==> src/rtl/core/stsi_pkg.sv <==
//------------------------------------------------------------------------------
// stsi_pkg
// Shared types, constants and character helpers for the string to signed
// integer converter.
//------------------------------------------------------------------------------
`default_nettype none

package stsi_pkg;

	localparam int unsigned CHAR_W   = 8;
	localparam int unsigned BASE_W   = 6;
	localparam int unsigned VALUE_W  = 64;
	localparam int unsigned OFFSET_W = 16;

	localparam logic [OFFSET_W-1:0] OFFSET_MAX = 16'hFFFF;

	localparam logic [VALUE_W-1:0] VALUE_MAX = 64'h7FFF_FFFF_FFFF_FFFF;
	localparam logic [VALUE_W-1:0] VALUE_MIN = 64'h8000_0000_0000_0000;

	localparam logic [BASE_W-1:0] BASE_AUTO  = 6'd0;
	localparam logic [BASE_W-1:0] BASE_MIN   = 6'd2;
	localparam logic [BASE_W-1:0] BASE_OCT   = 6'd8;
	localparam logic [BASE_W-1:0] BASE_DEC   = 6'd10;
	localparam logic [BASE_W-1:0] BASE_HEX   = 6'd16;
	localparam logic [BASE_W-1:0] BASE_MAX   = 6'd36;
	localparam logic [BASE_W-1:0] BASE_RESET = 6'd10;
	localparam logic [BASE_W-1:0] BAD_DIGIT  = 6'd36;

	localparam logic [CHAR_W-1:0] CH_TAB   = 8'h09;
	localparam logic [CHAR_W-1:0] CH_CR    = 8'h0D;
	localparam logic [CHAR_W-1:0] CH_SPACE = 8'h20;
	localparam logic [CHAR_W-1:0] CH_PLUS  = 8'h2B;
	localparam logic [CHAR_W-1:0] CH_MINUS = 8'h2D;
	localparam logic [CHAR_W-1:0] CH_ZERO  = 8'h30;
	localparam logic [CHAR_W-1:0] CH_NINE  = 8'h39;
	localparam logic [CHAR_W-1:0] CH_UA    = 8'h41;
	localparam logic [CHAR_W-1:0] CH_UX    = 8'h58;
	localparam logic [CHAR_W-1:0] CH_UZ    = 8'h5A;
	localparam logic [CHAR_W-1:0] CH_LA    = 8'h61;
	localparam logic [CHAR_W-1:0] CH_LX    = 8'h78;
	localparam logic [CHAR_W-1:0] CH_LZ    = 8'h7A;

	typedef enum logic [5:0] {
		PH_DONE   = 6'b000001,
		PH_LEAD   = 6'b000010,
		PH_SIGNED = 6'b000100,
		PH_ZERO   = 6'b001000,
		PH_PREFIX = 6'b010000,
		PH_DIGITS = 6'b100000
	} phase_t;

	function automatic logic [BASE_W-1:0] digit_of(input logic [CHAR_W-1:0] c);
		logic [CHAR_W-1:0] d;
		if (c inside {[CH_ZERO:CH_NINE]}) begin
			d = c - CH_ZERO;
		end else if (c inside {[CH_UA:CH_UZ]}) begin
			d = c - CH_UA + 8'd10;
		end else if (c inside {[CH_LA:CH_LZ]}) begin
			d = c - CH_LA + 8'd10;
		end else begin
			d = {2'b00, BAD_DIGIT};
		end
		return d[BASE_W-1:0];
	endfunction

	function automatic logic is_space(input logic [CHAR_W-1:0] c);
		return (c == CH_SPACE) || (c inside {[CH_TAB:CH_CR]});
	endfunction

	function automatic logic valid_in(input logic [CHAR_W-1:0] c,
			input logic [BASE_W-1:0] base);
		return (base >= BASE_MIN) && (base <= BASE_MAX) && (digit_of(c) < base);
	endfunction

endpackage

`default_nettype wire

==> src/rtl/core/stsi_ifs.sv <==
//------------------------------------------------------------------------------
// stsi_ifs
// Valid/ready channels: characters in, conversion results out.
//------------------------------------------------------------------------------
`default_nettype none

interface stsi_char_if;
	import stsi_pkg::*;

	logic              valid;
	logic              ready;
	logic [CHAR_W-1:0] char_code;
	logic              start_flag;

	modport source (output valid, char_code, start_flag, input ready);
	modport sink   (input valid, char_code, start_flag, output ready);
endinterface

interface stsi_result_if;
	import stsi_pkg::*;

	logic                      valid;
	logic                      ready;
	logic signed [VALUE_W-1:0] value;
	logic                      range_error;
	logic                      no_digits;
	logic [OFFSET_W-1:0]       end_offset;

	modport source (output valid, value, range_error, no_digits, end_offset, input ready);
	modport sink   (input valid, value, range_error, no_digits, end_offset, output ready);
endinterface

`default_nettype wire

==> src/rtl/core/string_to_signed_integer_top.sv <==
//------------------------------------------------------------------------------
// string_to_signed_integer_top
// Character-serial strtol: signed 64-bit conversion with saturation.
//------------------------------------------------------------------------------
// Usage:
//   char_stream carries one character per item; start_flag marks the first
//   character of a string. After optional whitespace and sign, digits in the
//   configured base (cfg_we/cfg_wdata; 0 = auto from prefix) build the value.
//   The first character outside the number produces one item on
//   result_stream; later characters are dropped until the next start_flag.
//   Throughput: one character per cycle unless a held result stalls it. The
//   multiply-add by the base and its saturation compare are combinational on the state.
//   A terminating character passes the input register, then the result
//   register, before it appears as a result; a held result can stall it.
//   Stall: a held result stops the input register; char_stream.ready drops
//   while a character waits in the input register and the result slot is
//   occupied and not being taken this cycle.
//   Reset: base returns to 10, no string is active, both registers empty.
//   Base writes belong between strings.
//------------------------------------------------------------------------------
`default_nettype none

module string_to_signed_integer_top #(
	parameter int unsigned POSITION_BITS = 16
) (
	input  wire logic                         clk,
	input  wire logic                         arst_n,
	input  wire logic                         cfg_we,
	input  wire logic [stsi_pkg::BASE_W-1:0]  cfg_wdata,
	stsi_char_if.sink                         char_stream,
	stsi_result_if.source                     result_stream
);
	import stsi_pkg::*;

	localparam int unsigned EXT_W  = (POSITION_BITS > OFFSET_W) ? POSITION_BITS : OFFSET_W;
	localparam int unsigned PROD_W = VALUE_W + BASE_W + 1;

	function automatic logic [POSITION_BITS-1:0] pos_inc(
			input logic [POSITION_BITS-1:0] p);
		return (&p) ? p : p + 1'b1;
	endfunction

	logic [BASE_W-1:0] number_base_q;

	logic              s1_valid_q;
	logic [CHAR_W-1:0] char_s1;
	logic              start_s1;

	phase_t                   phase_q;
	logic                     neg_q;
	logic [VALUE_W-1:0]       acc_q;
	logic                     ovf_q;
	logic [BASE_W-1:0]        base_q;
	logic [POSITION_BITS-1:0] pos_q;
	logic [POSITION_BITS-1:0] endpos_q;
	logic                     seen_q;

	phase_t                   cur_phase, nxt_phase;
	logic                     cur_neg, nxt_neg;
	logic [VALUE_W-1:0]       cur_acc, nxt_acc;
	logic                     cur_ovf, nxt_ovf;
	logic [BASE_W-1:0]        cur_base, nxt_base;
	logic [POSITION_BITS-1:0] cur_pos, nxt_pos;
	logic [POSITION_BITS-1:0] cur_endpos, nxt_endpos;
	logic                     cur_seen, nxt_seen;

	logic               first, dig_try, take, fire;
	logic [BASE_W-1:0]  dig;
	logic [PROD_W-1:0]  prod;
	logic [PROD_W-1:0]  limit;
	logic [EXT_W-1:0]   endpos_ext;

	logic signed [VALUE_W-1:0] res_value;
	logic                      res_range;
	logic                      res_nodig;
	logic [OFFSET_W-1:0]       res_offset;

	logic                      out_valid_q;
	logic signed [VALUE_W-1:0] value_q;
	logic                      range_q;
	logic                      nodig_q;
	logic [OFFSET_W-1:0]       offset_q;

	logic advance;

	assign advance           = s1_valid_q && (!out_valid_q || result_stream.ready);
	assign char_stream.ready = !s1_valid_q || advance;

	always_comb begin
		cur_phase  = start_s1 ? PH_LEAD : phase_q;
		cur_neg    = start_s1 ? 1'b0 : neg_q;
		cur_acc    = start_s1 ? '0 : acc_q;
		cur_ovf    = start_s1 ? 1'b0 : ovf_q;
		cur_base   = start_s1 ? '0 : base_q;
		cur_pos    = start_s1 ? '0 : pos_q;
		cur_endpos = start_s1 ? '0 : endpos_q;
		cur_seen   = start_s1 ? 1'b0 : seen_q;

		nxt_phase  = cur_phase;
		nxt_neg    = cur_neg;
		nxt_acc    = cur_acc;
		nxt_ovf    = cur_ovf;
		nxt_base   = cur_base;
		nxt_endpos = cur_endpos;
		nxt_seen   = cur_seen;
		nxt_pos    = (cur_phase == PH_DONE) ? cur_pos : pos_inc(cur_pos);

		first   = 1'b0;
		dig_try = 1'b0;
		take    = 1'b0;
		fire    = 1'b0;

		case (cur_phase)
			PH_LEAD: begin
				if (is_space(char_s1)) begin
					nxt_phase = PH_LEAD;
				end else if (char_s1 == CH_MINUS) begin
					nxt_neg   = 1'b1;
					nxt_phase = PH_SIGNED;
				end else if (char_s1 == CH_PLUS) begin
					nxt_phase = PH_SIGNED;
				end else begin
					first = 1'b1;
				end
			end
			PH_SIGNED: begin
				first = 1'b1;
			end
			PH_ZERO: begin
				if (char_s1 == CH_LX || char_s1 == CH_UX) begin
					nxt_base  = BASE_HEX;
					nxt_phase = PH_PREFIX;
				end else begin
					dig_try = 1'b1;
				end
			end
			PH_PREFIX: begin
				if (valid_in(char_s1, BASE_HEX)) begin
					take      = 1'b1;
					nxt_phase = PH_DIGITS;
				end else begin
					fire = 1'b1;
				end
			end
			PH_DIGITS: begin
				dig_try = 1'b1;
			end
			default: begin
				nxt_phase = PH_DONE;
			end
		endcase

		// first character after whitespace/sign latches the base
		if (first) begin
			if (char_s1 == CH_ZERO &&
					(number_base_q == BASE_AUTO || number_base_q == BASE_HEX)) begin
				nxt_base   = (number_base_q == BASE_AUTO) ? BASE_OCT : BASE_HEX;
				nxt_seen   = 1'b1;
				nxt_endpos = pos_inc(cur_pos);
				nxt_phase  = PH_ZERO;
			end else begin
				nxt_base = (number_base_q == BASE_AUTO) ? BASE_DEC : number_base_q;
				dig_try  = 1'b1;
			end
		end

		if (dig_try) begin
			if (valid_in(char_s1, nxt_base)) begin
				take      = 1'b1;
				nxt_phase = PH_DIGITS;
			end else begin
				fire = 1'b1;
			end
		end

		if (fire) begin
			nxt_phase = PH_DONE;
		end

		dig   = digit_of(char_s1);
		prod  = PROD_W'(cur_acc) * PROD_W'(nxt_base) + PROD_W'(dig);
		limit = cur_neg ? PROD_W'(VALUE_MIN) : PROD_W'(VALUE_MAX);
		if (take) begin
			if (!cur_ovf) begin
				if (prod > limit) begin
					nxt_ovf = 1'b1;
				end else begin
					nxt_acc = prod[VALUE_W-1:0];
				end
			end
			nxt_seen   = 1'b1;
			nxt_endpos = pos_inc(cur_pos);
		end

		endpos_ext = EXT_W'(cur_endpos);
		if (!cur_seen) begin
			res_value  = '0;
			res_range  = 1'b0;
			res_nodig  = 1'b1;
			res_offset = '0;
		end else begin
			if (cur_ovf) begin
				res_value = cur_neg ? VALUE_MIN : VALUE_MAX;
			end else begin
				res_value = cur_neg ? -cur_acc : cur_acc;
			end
			res_range  = cur_ovf;
			res_nodig  = 1'b0;
			res_offset = (endpos_ext > EXT_W'(OFFSET_MAX)) ? OFFSET_MAX
				: endpos_ext[OFFSET_W-1:0];
		end
	end

	always_ff @(posedge clk or negedge arst_n) begin
		if (!arst_n) begin
			number_base_q <= BASE_RESET;
			s1_valid_q    <= 1'b0;
			out_valid_q   <= 1'b0;
			phase_q       <= PH_DONE;
			neg_q         <= 1'b0;
			acc_q         <= '0;
			ovf_q         <= 1'b0;
			base_q        <= '0;
			pos_q         <= '0;
			endpos_q      <= '0;
			seen_q        <= 1'b0;
		end else begin
			if (cfg_we) begin
				number_base_q <= cfg_wdata;
			end
			if (char_stream.ready) begin
				s1_valid_q <= char_stream.valid;
			end
			if (advance) begin
				phase_q  <= nxt_phase;
				neg_q    <= nxt_neg;
				acc_q    <= nxt_acc;
				ovf_q    <= nxt_ovf;
				base_q   <= nxt_base;
				pos_q    <= nxt_pos;
				endpos_q <= nxt_endpos;
				seen_q   <= nxt_seen;
			end
			if (advance && fire) begin
				out_valid_q <= 1'b1;
			end else if (result_stream.ready) begin
				out_valid_q <= 1'b0;
			end
		end
	end

	always_ff @(posedge clk) begin
		if (char_stream.ready && char_stream.valid) begin
			char_s1  <= char_stream.char_code;
			start_s1 <= char_stream.start_flag;
		end
		if (advance && fire) begin
			value_q  <= res_value;
			range_q  <= res_range;
			nodig_q  <= res_nodig;
			offset_q <= res_offset;
		end
	end

	assign result_stream.valid       = out_valid_q;
	assign result_stream.value       = value_q;
	assign result_stream.range_error = range_q;
	assign result_stream.no_digits   = nodig_q;
	assign result_stream.end_offset  = offset_q;

endmodule

`default_nettype wire

==> src/flat_wrapper.sv <==
// flat-port wrapper written by rule: the top's interface ports become plain ports
module string_to_signed_integer_top_flat import stsi_pkg::*;
#(
	parameter int unsigned POSITION_BITS = 16
)
  (clk, arst_n, cfg_we, cfg_wdata, char_stream_valid, char_stream_char_code, char_stream_start_flag, char_stream_ready, result_stream_valid, result_stream_value, result_stream_range_error, result_stream_no_digits, result_stream_end_offset, result_stream_ready);
  stsi_char_if char_stream_i ();
  stsi_result_if result_stream_i ();
  input  wire logic clk;
  input  wire logic arst_n;
  input  wire logic cfg_we;
  input  wire logic [stsi_pkg::BASE_W-1:0] cfg_wdata;
  input wire logic [$bits(char_stream_i.valid)-1:0] char_stream_valid;
  input wire logic [$bits(char_stream_i.char_code)-1:0] char_stream_char_code;
  input wire logic [$bits(char_stream_i.start_flag)-1:0] char_stream_start_flag;
  output wire logic [$bits(char_stream_i.ready)-1:0] char_stream_ready;
  output wire logic [$bits(result_stream_i.valid)-1:0] result_stream_valid;
  output wire logic [$bits(result_stream_i.value)-1:0] result_stream_value;
  output wire logic [$bits(result_stream_i.range_error)-1:0] result_stream_range_error;
  output wire logic [$bits(result_stream_i.no_digits)-1:0] result_stream_no_digits;
  output wire logic [$bits(result_stream_i.end_offset)-1:0] result_stream_end_offset;
  input wire logic [$bits(result_stream_i.ready)-1:0] result_stream_ready;
  assign char_stream_i.valid = char_stream_valid;
  assign char_stream_i.char_code = char_stream_char_code;
  assign char_stream_i.start_flag = char_stream_start_flag;
  assign char_stream_ready = char_stream_i.ready;
  assign result_stream_valid = result_stream_i.valid;
  assign result_stream_value = result_stream_i.value;
  assign result_stream_range_error = result_stream_i.range_error;
  assign result_stream_no_digits = result_stream_i.no_digits;
  assign result_stream_end_offset = result_stream_i.end_offset;
  assign result_stream_i.ready = result_stream_ready;
  string_to_signed_integer_top #(.POSITION_BITS(POSITION_BITS)) u_core (.clk(clk), .arst_n(arst_n), .cfg_we(cfg_we), .cfg_wdata(cfg_wdata), .char_stream(char_stream_i), .result_stream(result_stream_i));
endmodule
==> config.mk <==
export PLATFORM = sky130hd
export DESIGN_NAME = string_to_signed_integer_top_flat
export DESIGN_NICKNAME = d
export VERILOG_FILES = /design/src/rtl/core/stsi_pkg.sv /design/src/rtl/core/stsi_ifs.sv /design/src/rtl/core/string_to_signed_integer_top.sv /design/src/flat_wrapper.sv
export SDC_FILE = /design/constraint.sdc
export NUM_CORES = 2
export LEC_CHECK = 0
export ABC_AREA = 1
export BUFFER_PORTS_ARGS = -buffer_cell sky130_fd_sc_hd__buf_4
export CAP_MARGIN = 20
export CORE_MARGIN = 5
export CORE_UTILIZATION = 61
export DETAILED_ROUTE_END_ITERATION = 8
export GPL_ROUTABILITY_DRIVEN = 1
export GPL_TIMING_DRIVEN = 0
export PLACE_DENSITY = 0.9
export SYNTH_ARGS = -nofsm -noshare
export SYNTH_HDL_FRONTEND = slang
export SYNTH_SLANG_ARGS = --single-unit
==> constraint.sdc <==
create_clock -name clk -period 14.1 [get_ports clk]
set_input_delay 1.41 -clock clk [delete_from_list [all_inputs] [get_ports clk]]
set_output_delay 1.41 -clock clk [all_outputs]
set_load 0.005 [all_outputs]
Yosys cells after proc, flatten, opt, wreduce, memory -nomap -nowiden --
Cells that the tools add are included.
Word-level totals: register bits 210, logic and storage cells 145, output and inout port bits 84, input bits 20
Cells by class: eq/ne operators 13, multiplexer cells 71, $mul 1, order comparisons 14, reductions and logical operators 21, $add $sub $neg 8
Operator list (number):
- $mux 64 | 8
- $mux 6 | 22
- $mux 16 | 8
- $add 70x6->71 | 1
- $gt 71x71->1 | 1
- $mul 64x6->70 | 1
- $neg 64->64 | 1
- $eq 8x6->1 const B | 4
- $mux 1 | 29
- $pmux 6 s4 | 1
- $add 16x1->16 const B | 1
- $eq 8x7->1 const B | 2
- $ge 8x7->1 const B | 2
- $gt 16x16->1 const B | 1
- $le 8x7->1 const B | 2
- $reduce_and 16->1 | 1
- $add 6x4->6 const B | 2
- $eq 6x5->1 const B | 2
- $sub 6x6->6 const B | 2
- $logic_and 1x1->1 | 10
- $ge 8x4->1 const B | 1
- $ge 8x6->1 const B | 1
- $le 8x4->1 const B | 1
- $le 8x6->1 const B | 1
- 17 further kinds | 23

Longest topological paths before layout --
word-level depth 14, gate-level depth with buffers 61

Least setup slack after synthesis --
OpenSTA, ideal clock, no wires.
kind register to register, start reg u_core.char_s1[1], end reg u_core.acc_q[36], setup slack 6.284 ns, path buffers 5, data required time 13.983 ns, period minus slack after synthesis 7.816 ns, stages on the path, launching flop included 56, data arrival time 7.699 ns, cell sequence edfxtp_1 inv_1 ha_1 nand3_1 nand3_1 nand3_1 nand4_4 nand2_2 buf_6 nand2_1 nand2_1 inv_1 clkbuf_1 buf_1 nor2_1 fa_1 inv_1 fa_1 (+20 left out) nand2_1 nor4_1 and2_1 nand2_1 nand2_1 nand2_1 nand2_1 nand2_1 nand2_1 nand2_1 nand2_2 nor2_8 nand2_4 buf_6 buf_6 nand2_1 nand3_1 nand2_1
Between the ends: word-level cells in the longest chain between the ends 12, elaborated cells on any way between the ends 59, those cells by class add/sub (6); mul (1); order compare (13); eq/ne (6); mux (24); reduce/logical (9)
RTL lines:
- start: declaration | line string_to_signed_integer_top.sv:46 | logic [CHAR_W-1:0] char_s1;
- start signal: assignment | line string_to_signed_integer_top.sv:254 | char_s1 <= char_stream.char_code;
- $ge 8x4->1, or another cell as far along | line stsi_pkg.sv:67 | return (c == CH_SPACE) || (c inside {[CH_TAB:CH_CR]});
- $logic_and 1x1->1, or another cell as far along | line stsi_pkg.sv:67
- $logic_or 1x1->1, or another cell as far along | line stsi_pkg.sv:67
- $mux 1 / $mux 6 (equally long branches) | line string_to_signed_integer_top.sv:115, stsi_pkg.sv:56
- $pmux 1 s2 / $mux 6 (equally long branches) | line string_to_signed_integer_top.sv:113, stsi_pkg.sv:54
- $mux 6 (on tied branches) | line string_to_signed_integer_top.sv:154, string_to_signed_integer_top.sv:113
- $mul 64x6->70, or another cell as far along | line string_to_signed_integer_top.sv:181 | prod = PROD_W'(cur_acc) * PROD_W'(nxt_base) + PROD_W'(dig);
- $add 70x6->71, or another cell as far along | line string_to_signed_integer_top.sv:181
- $gt 71x71->1, or another cell as far along | line string_to_signed_integer_top.sv:185 | if (prod > limit) begin
- $mux 64 / $mux 1 (equally long branches) | line string_to_signed_integer_top.sv:185, string_to_signed_integer_top.sv:168
- $mux 64 / $mux 1 (equally long branches) | line string_to_signed_integer_top.sv:184, string_to_signed_integer_top.sv:167
- $mux 64 (*) | line string_to_signed_integer_top.sv:183 | if (take) begin
- end signal: assignment | line string_to_signed_integer_top.sv:237 | acc_q <= nxt_acc;
- end: declaration | line string_to_signed_integer_top.sv:51 | logic [VALUE_W-1:0] acc_q;
Mark *: on every way between the ends. The rest lies on a longest branch, timed or not. The select of a mux whose other input is x is not followed. A chain may end at the register's enable or synchronous reset.

Final worst setup path --
start reg u_core.char_s1[0], end reg u_core.acc_q[7]
Same word-level chain as after synthesis.

==> impl_metrics.py <==
metrics = {
    "run_status": {
        "status": "finished, final reports clean",
    },
    "die": {
        "initial_utilization": 0.618,
        "chipHeight_um": 225,
        "pin_count": 104,
        "fp.coreArea_mm2": 0.0455,
        "rows": 78,
        "fp.dieArea_mm2": 0.0504,
        "die_w_um": 225,
    },
    "detailed_routing": {
        "ant_nets": 0,
        "vias": 28100,
        "drt_wl_total_um": 93600,
        "drc_errors": 0,
        "drtPass1Iterations": 6,
        "wire_per_inst_um": 19.9,
        "initialDrtViolationCount": 3527,
        "viasPerCell": 5.97,
    },
    "logic_synthesis": {
        "syn_avg_cell_area_um2": 7.09,
        "synthTopCellsByArea": "fa_1 18%, nand2_1 15%, dfrtp_1 10%",
        "synth-seq-cells": 210,
        "syn_inst": 3960,
        "synth.cell_area_mm2": 0.0281,
        "async_flop_share": 0.567,
        "ys_types": 58,
        "ys_seq_area_frac": 0.203,
        "ys.warnings.count": 0,
        "synth_top_area_frac": 0.180,
        "synthesis.nets": 4463,
        "synth_edf_count": 91,
        "synth_area_leader_cell": "fa_1",
        "synth_flop_cell": "dfrtp_1",
    },
    "worst_hold_path": {
        "hp-class": "reg -> reg",
        "min_to": "u_core.base_q[1]$_DFFE_PN0P_",
        "min_from": "u_core.base_q[1]$_DFFE_PN0P_",
        "hold_depth": 2,
    },
    "cells_and_area": {
        "fillers": 3867,
        "multi_input_area_mm2": 0.0196,
        "layout_common_cells": "1,107 x nand2_1, 539 x inv_1, 538 x nor2_1",
        "ff_latch_area_mm2": 0.00571,
        "num_antenna_cells": 0,
        "layout_commonest_cell": "nand2_1",
        "area_delta_synth_final_pct": 8.21,
        "drive_above_1_share": 0.0651,
        "finalNetCount": 4593,
    },
    "power": {
        "peakVddDrop_mv": 0.137,
        "power.density_mw_per_mm2": 134,
        "leakage_nw": 16.7,
    },
    "placement": {
        "place_hpwl_um": 77400,
        "portBuffers": 102,
        "gp_congestion": 1.03,
    },
    "global_routing": {
        "grt.overflow.total": 0,
        "grt_pass1_vias": 27200,
        "grt_max_degree": 64,
        "grt_antenna_before_repair": 0,
        "grt_pass1_wl_um": 146000,
        "grtUsageTotal": 0.365,
    },
    "timing": {
        "period_needed_ns": 10.69,
        "timing.hold.ws_ns": 0.484,
        "setup_viol": 0,
        "skew_ns": 0.0254,
        "hold_violations": 0,
        "fin_setup_tns_ns": 0,
        "finalCritPeriodShare": 0.758,
        "slew_violations": 0,
        "relSlewSlack": 0.294,
        "worstMarginPinSlew_ns": 1.06,
        "rsz0062_at_grt": "false",
        "fmax_ghz": 0.0935,
    },
    "setup_path": {
        "worst-path-buf-inv": 7,
        "arrival_ns": 11.08,
        "path_class": "reg -> reg",
        "reg2reg_slack_ns": 3.41,
        "crit_top_cell": "nand2_1",
        "r2r-end": "u_core.acc_q[7]$_DFFE_PN0P_",
        "slowest_delay_ns": 0.67,
        "critPathSlowestCell": "clkbuf_1",
        "crit_family": "simple AND/OR/NAND/NOR gates",
        "start_kind": "flop",
        "worstReg2RegStart": "u_core.char_s1[0]$_DFFE_PP_",
        "cp_max_fo": 10,
        "worst_ep_required_time_ns": 14.49,
        "reg2reg_depth": 47,
        "cp-end-kind": "flop",
    },
    "cts": {
        "cts_max_level": 1,
        "cts_setup_buffers": 0,
        "cts_root_buf": "clkbuf_16",
        "holdBufCountCts": 0,
        "clkLatencyLatePin_ns": 0.52,
        "cts_tree": "yes",
        "cts_max_path_buffers": 3,
        "cts_inserted_buffers": 20,
        "cts.repair.resized": 0,
        "clock-sinks": 210,
        "clkTransAtPathRegs_ns": 0.06,
    },
    "job": {
        "maxCapViolations": 0,
    },
}
-- power by group --
part	internal (mW)	switching, mW
clock network	0.316	0.252
logic	0.772	1.78
registers	0.831	0.119
-- registers in the layout (all words and copies together) (netlist names) --
name	count
u_core.start_s1	1
u_core.s1_valid_q	1
u_core.result_stream.value	64
u_core.number_base_q	6
u_core.result_stream.end_offset	16
u_core.endpos_q	16
u_core.result_stream.valid	1
u_core.result_stream.range_error	1
u_core.phase_q	6
u_core.ovf_q	1
u_core.base_q	6
u_core.acc_q	64
u_core.char_s1	8
u_core.seen_q	1
u_core.result_stream.no_digits	1
u_core.pos_q	16
u_core.neg_q	1
-- worst max path at each step --
stage,startpoint,endpoint,depth (start not counted)
finish,u_core.char_s1[0]$_DFFE_PP_,u_core.acc_q[7]$_DFFE_PN0P_,47
global route,u_core.char_s1[0]$_DFFE_PP_,u_core.acc_q[15]$_DFFE_PN0P_,47
CTS,u_core.char_s1[0]$_DFFE_PP_,u_core.acc_q[15]$_DFFE_PN0P_,47
detailed placement,u_core.char_s1[0]$_DFFE_PP_,u_core.acc_q[7]$_DFFE_PN0P_,47
global placement,u_core.char_s1[5]$_DFFE_PP_,u_core.acc_q[7]$_DFFE_PN0P_,47
floorplan,u_core.char_s1[1]$_DFFE_PP_,u_core.acc_q[36]$_DFFE_PN0P_,55
-- through the flow --
stage / worst slack [ns] / utilization / power [mW] / std cells / area [um^2]
floorplan: 6.28 / - / 2.61 / 3960 / 28100
global placement: 3.76 / 0.651 / 3.35 / 4662 / 29600
detailed placement: 3.66 / 0.654 / 3.40 / 4667 / 29700
CTS: 3.66 / 0.668 / 3.98 / 4703 / 30400
global route: 3.00 / 0.668 / 4.34 / 4704 / 30400
finish: 3.41 / 0.668 / 4.07 / 4704 / 30400
-- tightest hold or removal path, cell delays in order (launching register included) --
cell	delay, ns
dfrtp_1	0.34
nand2_1	0.05
o21ai_0	0.06
-- Yosys cell counts (all sizes together), types with 2 or more instances --
master and count:
mux2 2, nor4 19, o211ai 10, a21o 6, clkinv 9, and3 5
clkbuf 70, a311o 8, a21oi 222, buf 68, or2 10, o21a 6
nand3b 43, a31o 4, o311ai 3, and2 2, nand4 33, nor2 552
nand3 231, a31oi 5, o21bai 13, edfxtp 91, fa 252, dfstp 3
a211o 2, a211oi 2, inv 550, xor2 48, o22ai 16, dfrtp 116
ha 231, o21ai 122, nor3 46, nand2 1131, xnor2 21, a21boi 4
-- area by class of cell --
cell class | instances | area share
multi-input cells | 3053 | 0.646
repair buffers | 108 | 0.0287
flip-flops and latches | 210 | 0.188
inverters | 559 | 0.0690
plain buffers | 138 | 0.0211
clock inverters | 10 | 0.00424
clock buffers | 26 | 0.0179
well taps | 600 | 0.0247
-- per-layer routing --
| layer | global-route usage | share of wire | vias up |
|---|---|---|---|
| met4 | 0.160 | 0.057 | 0 |
| li1 | - | - | 12800 |
| met5 | 0 | 0 | - |
| met2 | 0.580 | 0.44 | 1881 |
| met1 | 0.475 | 0.38 | 13000 |
| met3 | 0.0946 | 0.13 | 364 |
-- kinds of logic (layout without fill, tap and decap cells) --
kind of cell	count (synthesis)	count (layout)	share of synthesized area
compound gates	426	426	0.0839
xor+xnor	69	69	0.0215
fa+ha+maj	483	483	0.282
buf+inv	697	841	0.0975
flops	210	210	0.203
mux	2	2	0.000802
simple gates	2073	2073	0.310
(Power assumes the default switching activity.)
